`config.mk`:
```
export PLATFORM = sky130hd
export DESIGN_NAME = gmds_ctrl
export DESIGN_NICKNAME = d
export VERILOG_FILES = /design/src/hw/rtl/grid_maze_dfs_solver_defines.svh /design/src/hw/rtl/gmds_pkg.sv /design/src/hw/rtl/gmds_ctrl.sv
export SDC_FILE = /design/constraint.sdc
export NUM_CORES = 1
export LEC_CHECK = 0
export BUFFER_PORTS_ARGS = -buffer_cell sky130_fd_sc_hd__buf_2
export CORE_UTILIZATION = 44
export CTS_BUF_LIST = sky130_fd_sc_hd__clkbuf_4 sky130_fd_sc_hd__clkbuf_8 sky130_fd_sc_hd__clkbuf_16
export CTS_CLUSTER_SIZE = 28
export DETAILED_ROUTE_END_ITERATION = 10
export PLACE_DENSITY = 0.74
export SLEW_MARGIN = 20
export SYNTH_ARGS = -nofsm -noshare
export SYNTH_HDL_FRONTEND = slang
export SYNTH_SLANG_ARGS = --single-unit
```
`constraint.sdc`:
```
create_clock -name clock -period 1.2 [get_ports clock]
set_input_delay 0.24 -clock clock [delete_from_list [all_inputs] [get_ports clock]]
set_output_delay 0.24 -clock clock [all_outputs]
set_load 0.01 [all_outputs]
```
`src/hw/rtl/grid_maze_dfs_solver_defines.svh`:
```
// grid_maze_dfs_solver_defines.svh: assertion macros for the maze solver
// used by the top level; no other dependencies

`ifndef GRID_MAZE_DFS_SOLVER_DEFINES_SVH
`define GRID_MAZE_DFS_SOLVER_DEFINES_SVH

// implication that must hold at every clock edge outside reset
`define GMDS_ASSERT(lbl, prop, msg) \
   lbl: assert property (@(posedge clock) disable iff (reset) prop) else $error(msg);

// condition that must never be seen outside reset
`define GMDS_NEVER(lbl, expr, msg) \
   lbl: assert property (@(posedge clock) disable iff (reset) !(expr)) else $error(msg);

`endif

```
`src/hw/rtl/gmds_pkg.sv`:
```
// gmds_pkg: types, codes and helper functions of the maze solver
// no dependencies; imported by gmds_ctrl, gmds_dpath and the top level

package gmds_pkg;

   localparam int MAX_ROWS_DEF = 64;
   localparam int MAX_COLS_DEF = 64;
   localparam int COORD_W      = 7;
   localparam int DIM_W        = 11;
   localparam int IDX_W        = 12;
   localparam int LEN_W        = 13;
   localparam int CSR_IDX_W    = 3;
   localparam int DIR_W        = 3;
   localparam int TRY_W        = 4;
   localparam int NUM_DIRS     = 8;
   localparam int STK_W        = 2 * COORD_W + DIR_W;

   typedef enum logic [1:0] {
      CMD_WRITE = 2'd0,
      CMD_SOLVE = 2'd1,
      CMD_READ  = 2'd2,
      CMD_NOP   = 2'd3
   } cmd_type;

   localparam logic [1:0] STS_OK     = 2'd0;
   localparam logic [1:0] STS_NOPATH = 2'd1;
   localparam logic [1:0] STS_RANGE  = 2'd2;

   localparam logic [CSR_IDX_W-1:0] CSR_ROW_COUNT = 3'd0;
   localparam logic [CSR_IDX_W-1:0] CSR_COL_COUNT = 3'd1;
   localparam logic [CSR_IDX_W-1:0] CSR_START_ROW = 3'd2;
   localparam logic [CSR_IDX_W-1:0] CSR_START_COL = 3'd3;
   localparam logic [CSR_IDX_W-1:0] CSR_GOAL_ROW  = 3'd4;
   localparam logic [CSR_IDX_W-1:0] CSR_GOAL_COL  = 3'd5;

   localparam logic [DIR_W-1:0] DIR_N = 3'd0;
   localparam logic [DIR_W-1:0] DIR_E = 3'd2;
   localparam logic [DIR_W-1:0] DIR_S = 3'd4;
   localparam logic [DIR_W-1:0] DIR_W_ = 3'd6;

   typedef enum logic [3:0] {
      OP_NONE,
      OP_ACCEPT,
      OP_CLEAR,
      OP_INIT,
      OP_FAIL,
      OP_POP,
      OP_LOAD,
      OP_TURN,
      OP_ENTER,
      OP_GOAL,
      OP_RDATA
   } op_type;

   typedef struct packed {
      op_type op;
      logic   out_load;
   } ctl_type;

   typedef struct packed {
      logic clr_last;
      logic ends_ok;
      logic stack_empty;
      logic stack_full;
      logic tries_done;
      logic goal_hit;
      logic in_grid;
      logic cell_free;
   } sts_type;

   typedef struct packed {
      logic [DIR_W-1:0] dir;
      logic             ccw;
   } head_type;

   // row step per direction, sign-extended to 8 bits
   function automatic logic [7:0] step_row(input logic [DIR_W-1:0] d);
      logic [7:0] s;
      case (d)
         3'd0, 3'd1, 3'd7: s = 8'hFF;
         3'd3, 3'd4, 3'd5: s = 8'h01;
         default:          s = 8'h00;
      endcase
      return s;
   endfunction

   function automatic logic [7:0] step_col(input logic [DIR_W-1:0] d);
      logic [7:0] s;
      case (d)
         3'd1, 3'd2, 3'd3: s = 8'h01;
         3'd5, 3'd6, 3'd7: s = 8'hFF;
         default:          s = 8'h00;
      endcase
      return s;
   endfunction

   // first direction and turn sense of a cell, from the goal offset
   function automatic head_type first_dir(input logic [7:0] r, input logic [7:0] c,
                                          input logic [7:0] gr, input logic [7:0] gc);
      head_type h;
      h.ccw = 1'b0;
      if (gc > c) begin
         h.dir = DIR_E;
         h.ccw = (gr < r);
      end else if (gc < c) begin
         h.dir = DIR_W_;
         h.ccw = (gr > r);
      end else begin
         h.dir = (gr > r) ? DIR_S : DIR_N;
      end
      return h;
   endfunction

endpackage

```
`src/hw/rtl/gmds_ctrl.sv`:
```
// gmds_ctrl: sequencer of the maze solver (intake, clear sweep, search, readback)
// depends on gmds_pkg

module gmds_ctrl
   import gmds_pkg::*;
(
   input  logic       clock,
   input  logic       reset,
   input  logic       req_valid,
   input  logic [1:0] req_command,
   output logic       req_ready,
   output logic       rsp_valid,
   input  logic       rsp_ready,
   input  sts_type    sts,
   output ctl_type    ctl
);

   typedef enum logic [3:0] {
      S_IDLE, S_CLEAR, S_INIT, S_POP, S_LOAD, S_TRY, S_CHECK, S_RADDR, S_RDATA
   } state_type;

   state_type state_ff, state_in;
   logic      rsp_valid_ff, rsp_valid_in;

   always_comb begin
      state_in     = state_ff;
      ctl.op       = OP_NONE;
      ctl.out_load = 1'b0;
      req_ready    = 1'b0;
      case (state_ff)
         S_IDLE: begin
            req_ready = !rsp_valid_ff || rsp_ready;
            if (req_valid && req_ready) begin
               ctl.op = OP_ACCEPT;
               case (cmd_type'(req_command))
                  CMD_SOLVE: state_in = S_CLEAR;
                  CMD_READ:  state_in = S_RADDR;
                  default:   ctl.out_load = 1'b1;
               endcase
            end
         end
         S_CLEAR: begin
            ctl.op = OP_CLEAR;
            if (sts.clr_last) begin
               state_in = S_INIT;
            end
         end
         S_INIT: begin
            if (sts.ends_ok) begin
               ctl.op   = OP_INIT;
               state_in = S_POP;
            end else begin
               ctl.op       = OP_FAIL;
               ctl.out_load = 1'b1;
               state_in     = S_IDLE;
            end
         end
         S_POP: begin
            if (sts.stack_empty) begin
               ctl.op       = OP_FAIL;
               ctl.out_load = 1'b1;
               state_in     = S_IDLE;
            end else begin
               ctl.op   = OP_POP;
               state_in = S_LOAD;
            end
         end
         S_LOAD: begin
            ctl.op   = OP_LOAD;
            state_in = S_TRY;
         end
         S_TRY: begin
            if (sts.tries_done) begin
               state_in = S_POP;
            end else if (sts.goal_hit) begin
               ctl.op       = sts.stack_full ? OP_FAIL : OP_GOAL;
               ctl.out_load = 1'b1;
               state_in     = S_IDLE;
            end else if (sts.in_grid) begin
               state_in = S_CHECK;
            end else begin
               ctl.op = OP_TURN;
            end
         end
         S_CHECK: begin
            state_in = S_TRY;
            if (!sts.cell_free) begin
               ctl.op = OP_TURN;
            end else if (sts.stack_full) begin
               ctl.op       = OP_FAIL;
               ctl.out_load = 1'b1;
               state_in     = S_IDLE;
            end else begin
               ctl.op = OP_ENTER;
            end
         end
         S_RADDR: begin
            state_in = S_RDATA;
         end
         S_RDATA: begin
            ctl.op       = OP_RDATA;
            ctl.out_load = 1'b1;
            state_in     = S_IDLE;
         end
         default: begin
            state_in = S_IDLE;
         end
      endcase
      rsp_valid_in = ctl.out_load || (rsp_valid_ff && !rsp_ready);
   end

   always_ff @(posedge clock) begin
      if (reset) begin
         state_ff     <= S_IDLE;
         rsp_valid_ff <= 1'b0;
      end else begin
         state_ff     <= state_in;
         rsp_valid_ff <= rsp_valid_in;
      end
   end

   assign rsp_valid = rsp_valid_ff;

endmodule

```
Yosys cells after proc, flatten, opt, wreduce, memory -nomap -nowiden
Index checks and enable logic that the tools add are counted.
W data, S select, Z words.
- bits of input ports: 14
- output and inout bits: 7
- bits in registers: 5
- word-level logic and storage cells: 54
- reduce and logical (&&, ||, !) cells: 9
- equality and inequality tests: 14
- mux-type cells: 29
- operators by type and width (kind ; count):
    $pmux W4 S8 ; 2
    $mux W4 ; 9
    $eq A4 B3 Y1 const B ; 4
    $mux W3 ; 5
    $eq A4 B2 Y1 const B ; 2
    $mux W1 ; 8
    $pmux W4 S2 ; 1
    $pmux W1 S6 ; 1
    $mux W5 ; 1
    $eq A4 B1 Y1 const B ; 1
    $eq A4 B4 Y1 const B ; 1
    $logic_not A4 Y1 ; 1
    $mux W2 ; 2
    $ne A2 B2 Y1 const B ; 2
    $ne A4 B4 Y1 const B ; 1
    $reduce_and A4 Y1 ; 1
    $ne A3 B1 Y1 const B ; 1
    $eq A2 B1 Y1 const B ; 1
    $eq A2 B2 Y1 const B ; 1
    $logic_and A1 B1 Y1 ; 2
    $logic_not A1 Y1 ; 2
    $logic_or A1 B1 Y1 ; 2
    $reduce_or A2 Y1 ; 1

Longest topological paths before layout
Gate-level depths: netlist of the first run.
- word-level depth: 6
- mapped depth: 6

Worst setup path before layout of the first run
Ideal clock, no wire load.
- path kind: register to output
- from: register state_ff[0]
- to: output port ctl[1] (netlist name)
- data required time: 0.960 ns
- buffers on the path: 2
- arrival: 1.182 ns
- cell stages (with the launch flop): 4
- slack: -0.222 ns
- path through: dfxtp_1 buf_2 buf_4 o41ai_1
- RTL lines (element ; line ; RTL):
    start, declared ; gmds_ctrl.sv:22 ; state_type state_ff, state_in;
    start signal, assigned ; gmds_ctrl.sv:117 ; state_ff <= state_in;
    end, declared ; gmds_ctrl.sv:15 ; output ctl_type ctl

==> Implementation_results.wiki, run 1 <==
{| class="wikitable"
! Metric !! Value
|-
| Fraction of the yosys area taken by sequential cells || about 16%
|-
| RR Endpoint || state_ff[0]
|-
| Setup repair after global routing missed its margin || yes
|-
| Number of hold violations in the final report || 0
|-
| Min-delay src || reset
|-
| Cell type with the highest occurrence count on the critical path || o21ai_1
|-
| Final worst-path cycle share || 144.1%
|-
| Worst Hold End || state_ff[0]
|-
| Total routed wirelength || between 2 and 3 mm
|-
| Min Clock Period, post-route || 1729 ps
|-
| Cell at the slowest stage of the critical path || dfxtp_2
|-
| Peak Freq || 578.3 MHz
|-
| Synth Cell Area || between 600 and 700 sq um
|-
| Register cell area after layout || 112.6 sq um
|-
| Clock tree from TritonCTS || yes
|-
| Static Leakage || 0.4960 nW
|-
| Busiest metal layer after global routing || met2
|-
| Worst setup path category || reg -> out
|-
| Count of maximum capacitance violations || 0
|-
| I/O pin cnt || 21
|-
| Global-route met3 utilization || 8.889%
|-
| Critical path data required time || 960 ps
|-
| Crit-path leading delay family || compound AO/OA/AOI/OAI gates
|-
| Register bit total from synthesis || 5
|-
| Initial DRC count || 57
|-
| Final cell count without fillers || 156
|-
| Count of unresolved DRC violations after routing || 0
|-
| Synthesized area per cell || 6.888 sq um
|-
| Worst-case vdd ir drop || ~1200 uV
|-
| Worst reg-to-reg setup slack || -320 ps
|-
| GRT met2 Usage || between 60% and 70%
|-
| Total instance count after detailed placement || around 140
|-
| Power density over the cells || about 1500 nW/um^2
|-
| RD Place Congestion || 0.9357
|-
| # port buffers || 20
|-
| Site row count || 13
|-
| WHS Path Cells || 2
|-
| Number of CTS-inserted buffers || 3
|-
| Die Width || approximately 40 um
|-
| Setup Viol. Count Final || 10
|-
| CP startpoint kind || register
|-
| First-pass iteration count of the detailed router || 4
|-
| Sum of buffers and inverters on the critical path || 1
|-
| Max Buffers Root-to-Sink || 2
|-
| Antenna violations before repair || 0
|-
| Mapped Cells || 93
|-
| Endpoint class of the critical path || primary output
|-
| Number of H-tree levels || 1
|-
| Chain of cells forming the critical path || nand2b_4 -> a2111oi_4 -> o21ai_1 -> o21ai_1 -> buf_2
|-
| Least setup slack across all paths after layout || -529.3 ps
|-
| Worst Clk Skew || 4.573 ps
|-
| Count of inserted antenna diode cells || 0
|-
| Path category of the worst min-delay check || in -> reg
|-
| Routed wire length per instance || roughly 17 um
|-
| Number of fillers in the final layout || 90
|-
| Number of distinct library cells after synthesis || 38
|-
| Area of the multi-input gates || 574.3 sq um
|-
| M1 GR Usage || 43.05%
|-
| Synthesized net count || 109
|-
| Total via count after detailed routing || 970
|-
| GRT Resource Usage Total || between 30% and 40%
|-
| Pins Over Slew Limit || 0
|-
| Most used DFF post-synth || dfxtp_1
|-
| Source of the worst register-to-register timing path || state_ff[3]
|-
| Layout overhead on the synthesized area || 74.02%
|-
| Clk_lat worst skew || 260 ps
|-
| Via-to-Cell Ratio || 6.218
|-
| R2r worst-path depth || 7
|-
| Worst slew margin relative to its limit || 80.90%
|-
| Die area || 1612 sq um
|-
| Result of the run || finished, violations left
|-
| Final Net Count || around 160
|-
| Num Clock Sinks || 5
|-
| Final antenna-violating net count || 0
|-
| Number of enable flip-flop cells after synthesis || 0
|-
| Arrival time of the worst setup path || between 1000 and 1500 ps
|-
| Root buffer cell || clkbuf_4
|-
| Initial Utilization || 48.03%
|-
| Violations in the final reports || setup timing
|-
| Share of layout cells above drive strength 1 || 53.90%
|-
| Synth Warn # || 0
|-
| CP max FO || 6
|-
| Max incr delay on CP || 350 ps
|-
| Die outline height || 40.16 um
|-
| Clock-pin slew reported for the worst setup and hold paths after clock tree synthesis || approximately 50 ps
|-
| Quantity of hold-fixing buffers added after cts || 0
|-
| Core region area || 1334 sq um
|-
| Share of synthesized registers carrying an async set or reset || 0%
|-
| Final HPWL from detailed placement || 1.693 mm
|-
| Post-layout power || 0.001697 W
|-
| First-pass GRT wire length || roughly 3.8 mm
|-
| Pin count of the biggest net entering global routing || 10
|-
| Sum Neg Setup Slack || -3681 ps
|-
| Pre-CTS setup slack || -322.3 ps
|-
| Tightest Pin Transition || 286.4 ps
|-
| Total congestion overflow after global routing || 0
|-
| Vias in the first global route || between 800 and 900
|}
## final cells by class
cell class	instances	share of cell area (%)
Multi-Input combinational cell	75	51.52
Timing Repair Buffer	51	31.99
Sequential cell	5	10.10
Clock buffer	4	2.694
Inverter	6	2.020
Tap cell	15	1.684
## state kept, by name, summed over array words and instances, names as in the netlist
| signal | cells |
|---|---|
| rsp_valid | 1 |
| state_ff | 4 |
## worst register-to-register path, stage by stage (launching register included)
cell,delay (ps)
dfxtp_4,360
buf_6,130
buf_6,110
o21bai_4,150
o32ai_2,260
buf_4,170
o211ai_1,90
a31oi_1,170
## per-stage QoR
stage          hold slack [ps]  utilization, %  area [sq um]
6_report                 244.0           83.58          1115
5_1_grt                  243.5           83.58          1115
4_1_cts                  213.3           80.11          1069
3_5_place_dp             483.7           71.11         948.4
3_3_place_gp             505.2           71.11         948.4
2_1_floorplan            302.0               -         716.9
## kinds of logic (layout without fill, tap and decap cells)
family	after synthesis	after routing	share of synthesized area (%)
and+or+nand+nor	43	43	34.77
xor gates and xnor gates	1	1	1.367
DFF	5	5	15.63
AOI/OAI and AO/OA	28	28	32.42
muxes	1	1	1.563
adders and majority gates	2	2	3.906
buffers and inverters	13	61	10.35
## metal layers
metal,wire [um],up-vias
met5,0,-
met4,55,0
met1,1074,461
li1,-,440
met2,1370,56
met3,175,13
## Yosys cell counts (all sizes together) (3+ instances only)
library cell  instances  area [sq um]
nor2                  8         30.03
dfxtp                 5         100.1
a21oi                 3         15.01
nand3                 5         25.02
inv                   6         22.52
buf                   7         43.79
nand2                11         41.29
a31oi                 3         18.77
nand2b                4         32.53
o21ai                 6         30.03
or3                   3         18.77
nor3                  5         25.02
## timing repair
action,CTS,global route
setup buffers,5,3
resized for setup,15,4
pin swaps,10,5
setup endpoints to repair,10,10
## report_power, final
| part | switching (W) | internal (W) |
|---|---|---|
| Sequential | 0.0000655 | 0.000209 |
| Combinational | 0.000596 | 0.000588 |
| Clock | 0.0000894 | 0.000150 |
## placed cells by master (no fill, tap or decap), types with 3 or more instances in the layout
cell type,count
a31oi_1,3
buf_2,20
buf_4,27
buf_6,3
clkbuf_4,4
dfxtp_4,3
inv_1,6
nand2_1,11
nand3_1,4
nor2_1,8
nor3_2,3
o21ai_0,3
## worst max path at each step
stage | from | endpoint | slack, ps | cells past startpoint
after global placement | sts[3] | ctl[2] | -290 | 5
after global routing | state_ff[1] | ctl[1] | -620 | 6
after detailed placement | state_ff[3] | ctl[1] | -320 | 5
after CTS | state_ff[1] | ctl[3] | -500 | 5
after floorplan | state_ff[0] | ctl[1] | -100 | 6
final | state_ff[1] | ctl[3] | -530 | 5
(Power assumes the default switching activity.)
==> run 2: changes to the inputs <==
--- a/config.mk
+++ b/config.mk
@@ -5,12 +5,13 @@
 export SDC_FILE = /design/constraint.sdc
 export NUM_CORES = 1
 export LEC_CHECK = 0
+export ABC_AREA = 1
 export BUFFER_PORTS_ARGS = -buffer_cell sky130_fd_sc_hd__buf_2
-export CORE_UTILIZATION = 44
+export CORE_UTILIZATION = 42
 export CTS_BUF_LIST = sky130_fd_sc_hd__clkbuf_4 sky130_fd_sc_hd__clkbuf_8 sky130_fd_sc_hd__clkbuf_16
 export CTS_CLUSTER_SIZE = 28
 export DETAILED_ROUTE_END_ITERATION = 10
-export PLACE_DENSITY = 0.74
+export PLACE_DENSITY = 0.73
 export SLEW_MARGIN = 20
 export SYNTH_ARGS = -nofsm -noshare
 export SYNTH_HDL_FRONTEND = slang
==> run 2 against run 1 <==
Net effect:
- the flow still finishes with violations (setup timing)
- clock skew is 1.0 ps lower
- global-route usage is 7.0 points lower
- sequential power is 6% higher
- critical path type unchanged
==> Implementation_results.wiki, run 2 <==
{| class="wikitable"
! Metric !! Value
|-
| Min-delay src || reset
|-
| R2r worst-path depth || 9 (+2)
|-
| Mapped Cells || 103 (+11%)
|-
| Clock Power Share || 15.7% (+1.6 points)
|-
| Register cell area after layout || 115.1 sq um (+2.2%)
|-
| Num Clock Sinks || 5 (unchanged)
|-
| Total instance count after detailed placement || 155 (+7.6%)
|-
| Cell at the slowest stage of the critical path || dfxtp_4
|-
| Max Buffers Root-to-Sink || 2 (unchanged)
|-
| Layout overhead on the synthesized area || 74.83%
|-
| Pins Over Slew Limit || 0 (unchanged)
|-
| Sum Neg Setup Slack || -2212 ps (+1469 ps)
|-
| Source of the worst register-to-register timing path || state_ff[0]
|-
| Number of CTS-inserted buffers || 3 (unchanged)
|-
| CP startpoint kind || register
|-
| Final HPWL from detailed placement || 1.329 mm (-22%)
|-
| RR Endpoint || rsp_valid
|-
| Combinational share of power || 63.3% (-6.5 points)
|-
| Total via count after detailed routing || 849 (-12%)
|-
| Count of maximum capacitance violations || 0 (unchanged)
|-
| Count of unresolved DRC violations after routing || 0 (unchanged)
|-
| Final worst-path cycle share || 136.7% (-7.4 points)
|-
| Result of the run || finished, violations left
|-
| Final cell count without fillers || 163 (+4.5%)
|-
| Violations in the final reports || setup timing
|-
| WHS Path Cells || 2 (unchanged)
|-
| Dominant cell by count in the synthesized netlist || nand2_1
|-
| Least setup slack across all paths after layout || -440.7 ps (+88.60 ps)
|-
| Area of the multi-input gates || 459.2 sq um (-20%)
|-
| Core region area || 1171 sq um (-12%)
|-
| First-pass iteration count of the detailed router || 4 (unchanged)
|-
| Vias in the first global route || 751 (-11%)
|-
| Worst Hold End || state_ff[1]
|-
| Register bit total from synthesis || 5 (unchanged)
|-
| Worst reg-to-reg setup slack || -70 ps (+250 ps)
|-
| Root buffer cell || clkbuf_4
|-
| Clk_lat worst skew || 240 ps (-20 ps)
|-
| # port buffers || 20 (unchanged)
|-
| Share of synthesized registers carrying an async set or reset || 0% (unchanged)
|-
| Chain of cells forming the critical path || inv_2 -> nand2_1 -> nor2_1 -> nor3_1 -> nand4_1 -> buf_2
|-
| Number of enable flip-flop cells after synthesis || 0 (unchanged)
|-
| Number of distinct library cells after synthesis || 18 (-53%)
|-
| Sum of buffers and inverters on the critical path || 2 (+1)
|-
| Initial DRC count || 48 (-16%)
|-
| Worst Clk Skew || 3.530 ps (-1.043 ps)
|-
| Share of Yosys cell area claimed by the top area cell type || 17.98% (+2.4 points)
|-
| Via-to-Cell Ratio || 5.209 (-16%)
|-
| Die area || 1475 sq um (-8.5%)
|-
| Count of inserted antenna diode cells || 0 (unchanged)
|-
| Number of fillers in the final layout || 81 (-10%)
|-
| Design Area, Final || 973.4 sq um (-13%)
|-
| Clock-pin slew reported for the worst setup and hold paths after clock tree synthesis || 40 ps (about the same)
|-
| Synth Cell Area || 556.8 sq um (-13%)
|-
| Biggest register || state_ff
|-
| Setup repair after global routing missed its margin || yes
|-
| Flip-flop count of the largest register, all copies and words added || 4 (unchanged)
|-
| Synthesized net count || 119 (+9.2%)
|-
| Top cells by instance count after synthesis || 22 x nand2_1, 19 x nor2_1, 18 x inv_1, 10 x nand3_1, 5 x dfxtp_1
|-
| Antenna violations before repair || 0 (unchanged)
|-
| Initial Utilization || 47.54% (-0.49 points)
|-
| Min Clock Period, post-route || 1641 ps (-88.60 ps)
|-
| Path category of the worst min-delay check || in -> reg
|-
| Worst setup path category || reg -> out
|-
| Routed wire length per instance || 11.85 um (-31%)
|-
| Number of H-tree levels || 1 (unchanged)
|-
| Most frequent cells in the layout || 22 x buf_4, 20 x buf_2, 18 x nand2_1, 14 x inv_1, 14 x nor2_1
|-
| First-pass GRT wire length || 3.001 mm (-21%)
|-
| Commonest non-fill, non-tap cell in the layout || buf_4
|-
| Cell type with the highest aggregate area in the netlist || dfxtp_1
|-
| Number of hold violations in the final report || 0 (unchanged)
|-
| Pin count of the biggest net entering global routing || 8 (-2)
|-
| Net switching power || 0.0006023 W (-20%)
|-
| Clock tree from TritonCTS || yes
|-
| Final core utilization || 83.12% (-0.46 points)
|-
| RD Place Congestion || 0.8458 (-9.6%)
|-
| Worst-case vdd ir drop || 873.4 uV (-29%)
|-
| Total routed wirelength || 1.931 mm (-28%)
|-
| Synth Warn # || 0 (unchanged)
|-
| Synthesized area per cell || 5.406 sq um (-22%)
|-
| GRT Resource Usage Total || 28.67% (-7.0 points)
|-
| Peak Freq || 609.5 MHz (+5.4%)
|-
| Arrival time of the worst setup path || 1400 ps (-90 ps)
|-
| Setup Viol. Count Final || 9 (-1)
|-
| Final Net Count || 166 (+5.1%)
|-
| Endpoint class of the critical path || primary output
|-
| Quantity of hold-fixing buffers added after cts || 0 (unchanged)
|-
| Placed cell area || 820.8 sq um (-13%)
|-
| Power density over the cells || 1427 nW/um^2 (-6.3%)
|-
| Die Width || 38.41 um (-4.3%)
|-
| Static Leakage || 0.5606 nW (+13%)
|-
| Switching fraction of total power || 43.37% (-0.88 points)
|-
| I/O pin cnt || 21 (unchanged)
|-
| CP max FO || 6 (unchanged)
|-
| Crit-path leading delay family || simple AND/OR/NAND/NOR gates
|-
| Fraction of the yosys area taken by sequential cells || 17.98% (+2.4 points)
|-
| Critical path data required time || 960 ps (about the same)
|-
| Final antenna-violating net count || 0 (unchanged)
|-
| Share of layout cells above drive strength 1 || 51.68% (-2.2 points)
|-
| Dominant cells by area after synthesis || dfxtp_1 18%, nand2_1 15%, nor2_1 13%
|-
| Max incr delay on CP || 420 ps (+70 ps)
|-
| Tightest Pin Transition || 241.3 ps (-45.14 ps)
|-
| Total congestion overflow after global routing || 0 (unchanged)
|-
| Most used DFF post-synth || dfxtp_1
|-
| Site row count || 12 (-1)
|-
| Worst slew margin relative to its limit || 83.79% (+2.9 points)
|-
| Die outline height || 38.41 um (-4.3%)
|-
| Cell-internal power || 0.0007865 W (-17%)
|-
| Register share of total power || 21.0% (+4.8 points)
|}
run 2: changes by cell type after synthesis, sizes merged, moves of 4 or more:
cell | previous run | this run
buf | 7 | 0
inv | 6 | 21
nand2 | 11 | 24
nand2b | 4 | 0
nand3 | 5 | 10
nor2 | 8 | 22
run 2: cell type report:
class | count | area share [%]
clock buffer | 4 | 3.085
tap | 14 | 1.799
inverter | 21 | 8.869
multi-input combinational | 77 | 47.17
sequential | 5 | 11.83
timing repair buffer | 42 | 27.25
run 2: cells by family after synthesis:
group / after synthesis / share of synthesized area [%]
AOI/OAI and AO/OA: 13 / 14.83
adders and majority gates: 2 / 4.494
buffers and inverters: 21 / 14.16
DFF: 5 / 17.98
and+or+nand+nor: 62 / 48.54
run 2: worst register-to-register path, delay by kind of cell, from the launching register on:
family                 cells  cell delay (ps)
buffers and inverters      2              170
DFF                        1              420
and+or+nand+nor            7              630
run 2: power groups by stage:
stage                     Combinational (W)  Sequential (W)  Clock, W
after floorplan                    0.000426        0.000240         0
after global placement             0.000768        0.000237         0
after detailed placement           0.000775        0.000240         0
after CTS                          0.000834        0.000270  0.000224
after global routing               0.000974        0.000298  0.000240
final                              0.000879        0.000291  0.000219
run 2: worst max path at each step:
stage / from / to / slack, ps / depth (start not counted)
after floorplan: state_ff[1] / ctl[2] / 4 / 4
after global placement: state_ff[3] / ctl[4] / -170 / 8
after detailed placement: state_ff[3] / ctl[4] / -210 / 8
after CTS: state_ff[1] / ctl[4] / -360 / 8
after global routing: state_ff[0] / ctl[3] / -500 / 6
final: state_ff[0] / ctl[3] / -440 / 6
run 2: metal layers:
layer  share of wire [%]  vias to the layer above  global-route usage [%]
met5                   0                        -                       0
met4                0.73                        0                  0.8621
met3                 7.9                        2                   6.977
met2                  50                       52                   53.39
met1                  41                      369                   34.62
li1                    -                      426                       -
run 2: repair_timing:
item                                    4_1_cts  5_1_grt
endpoints found under the setup margin       10       10
setup buffers                                 2        2
pin swaps                                     5        2
gates resized for setup                      26        9
run 2: through the flow:
| stage | total power, W | setup WS, ps | hold WS [ps] |
|---|---|---|---|
| 2_1_floorplan | 0.0006664 | 3.874 | 309.1 |
| 4_1_cts | 0.001329 | -355.1 | 210.0 |
| 5_1_grt | 0.001512 | -502.4 | 210.1 |
| 6_report | 0.001389 | -440.7 | 220.2 |
| 3_5_place_dp | 0.001016 | -211.0 | 469.9 |
| 3_3_place_gp | 0.001005 | -168.2 | 466.2 |
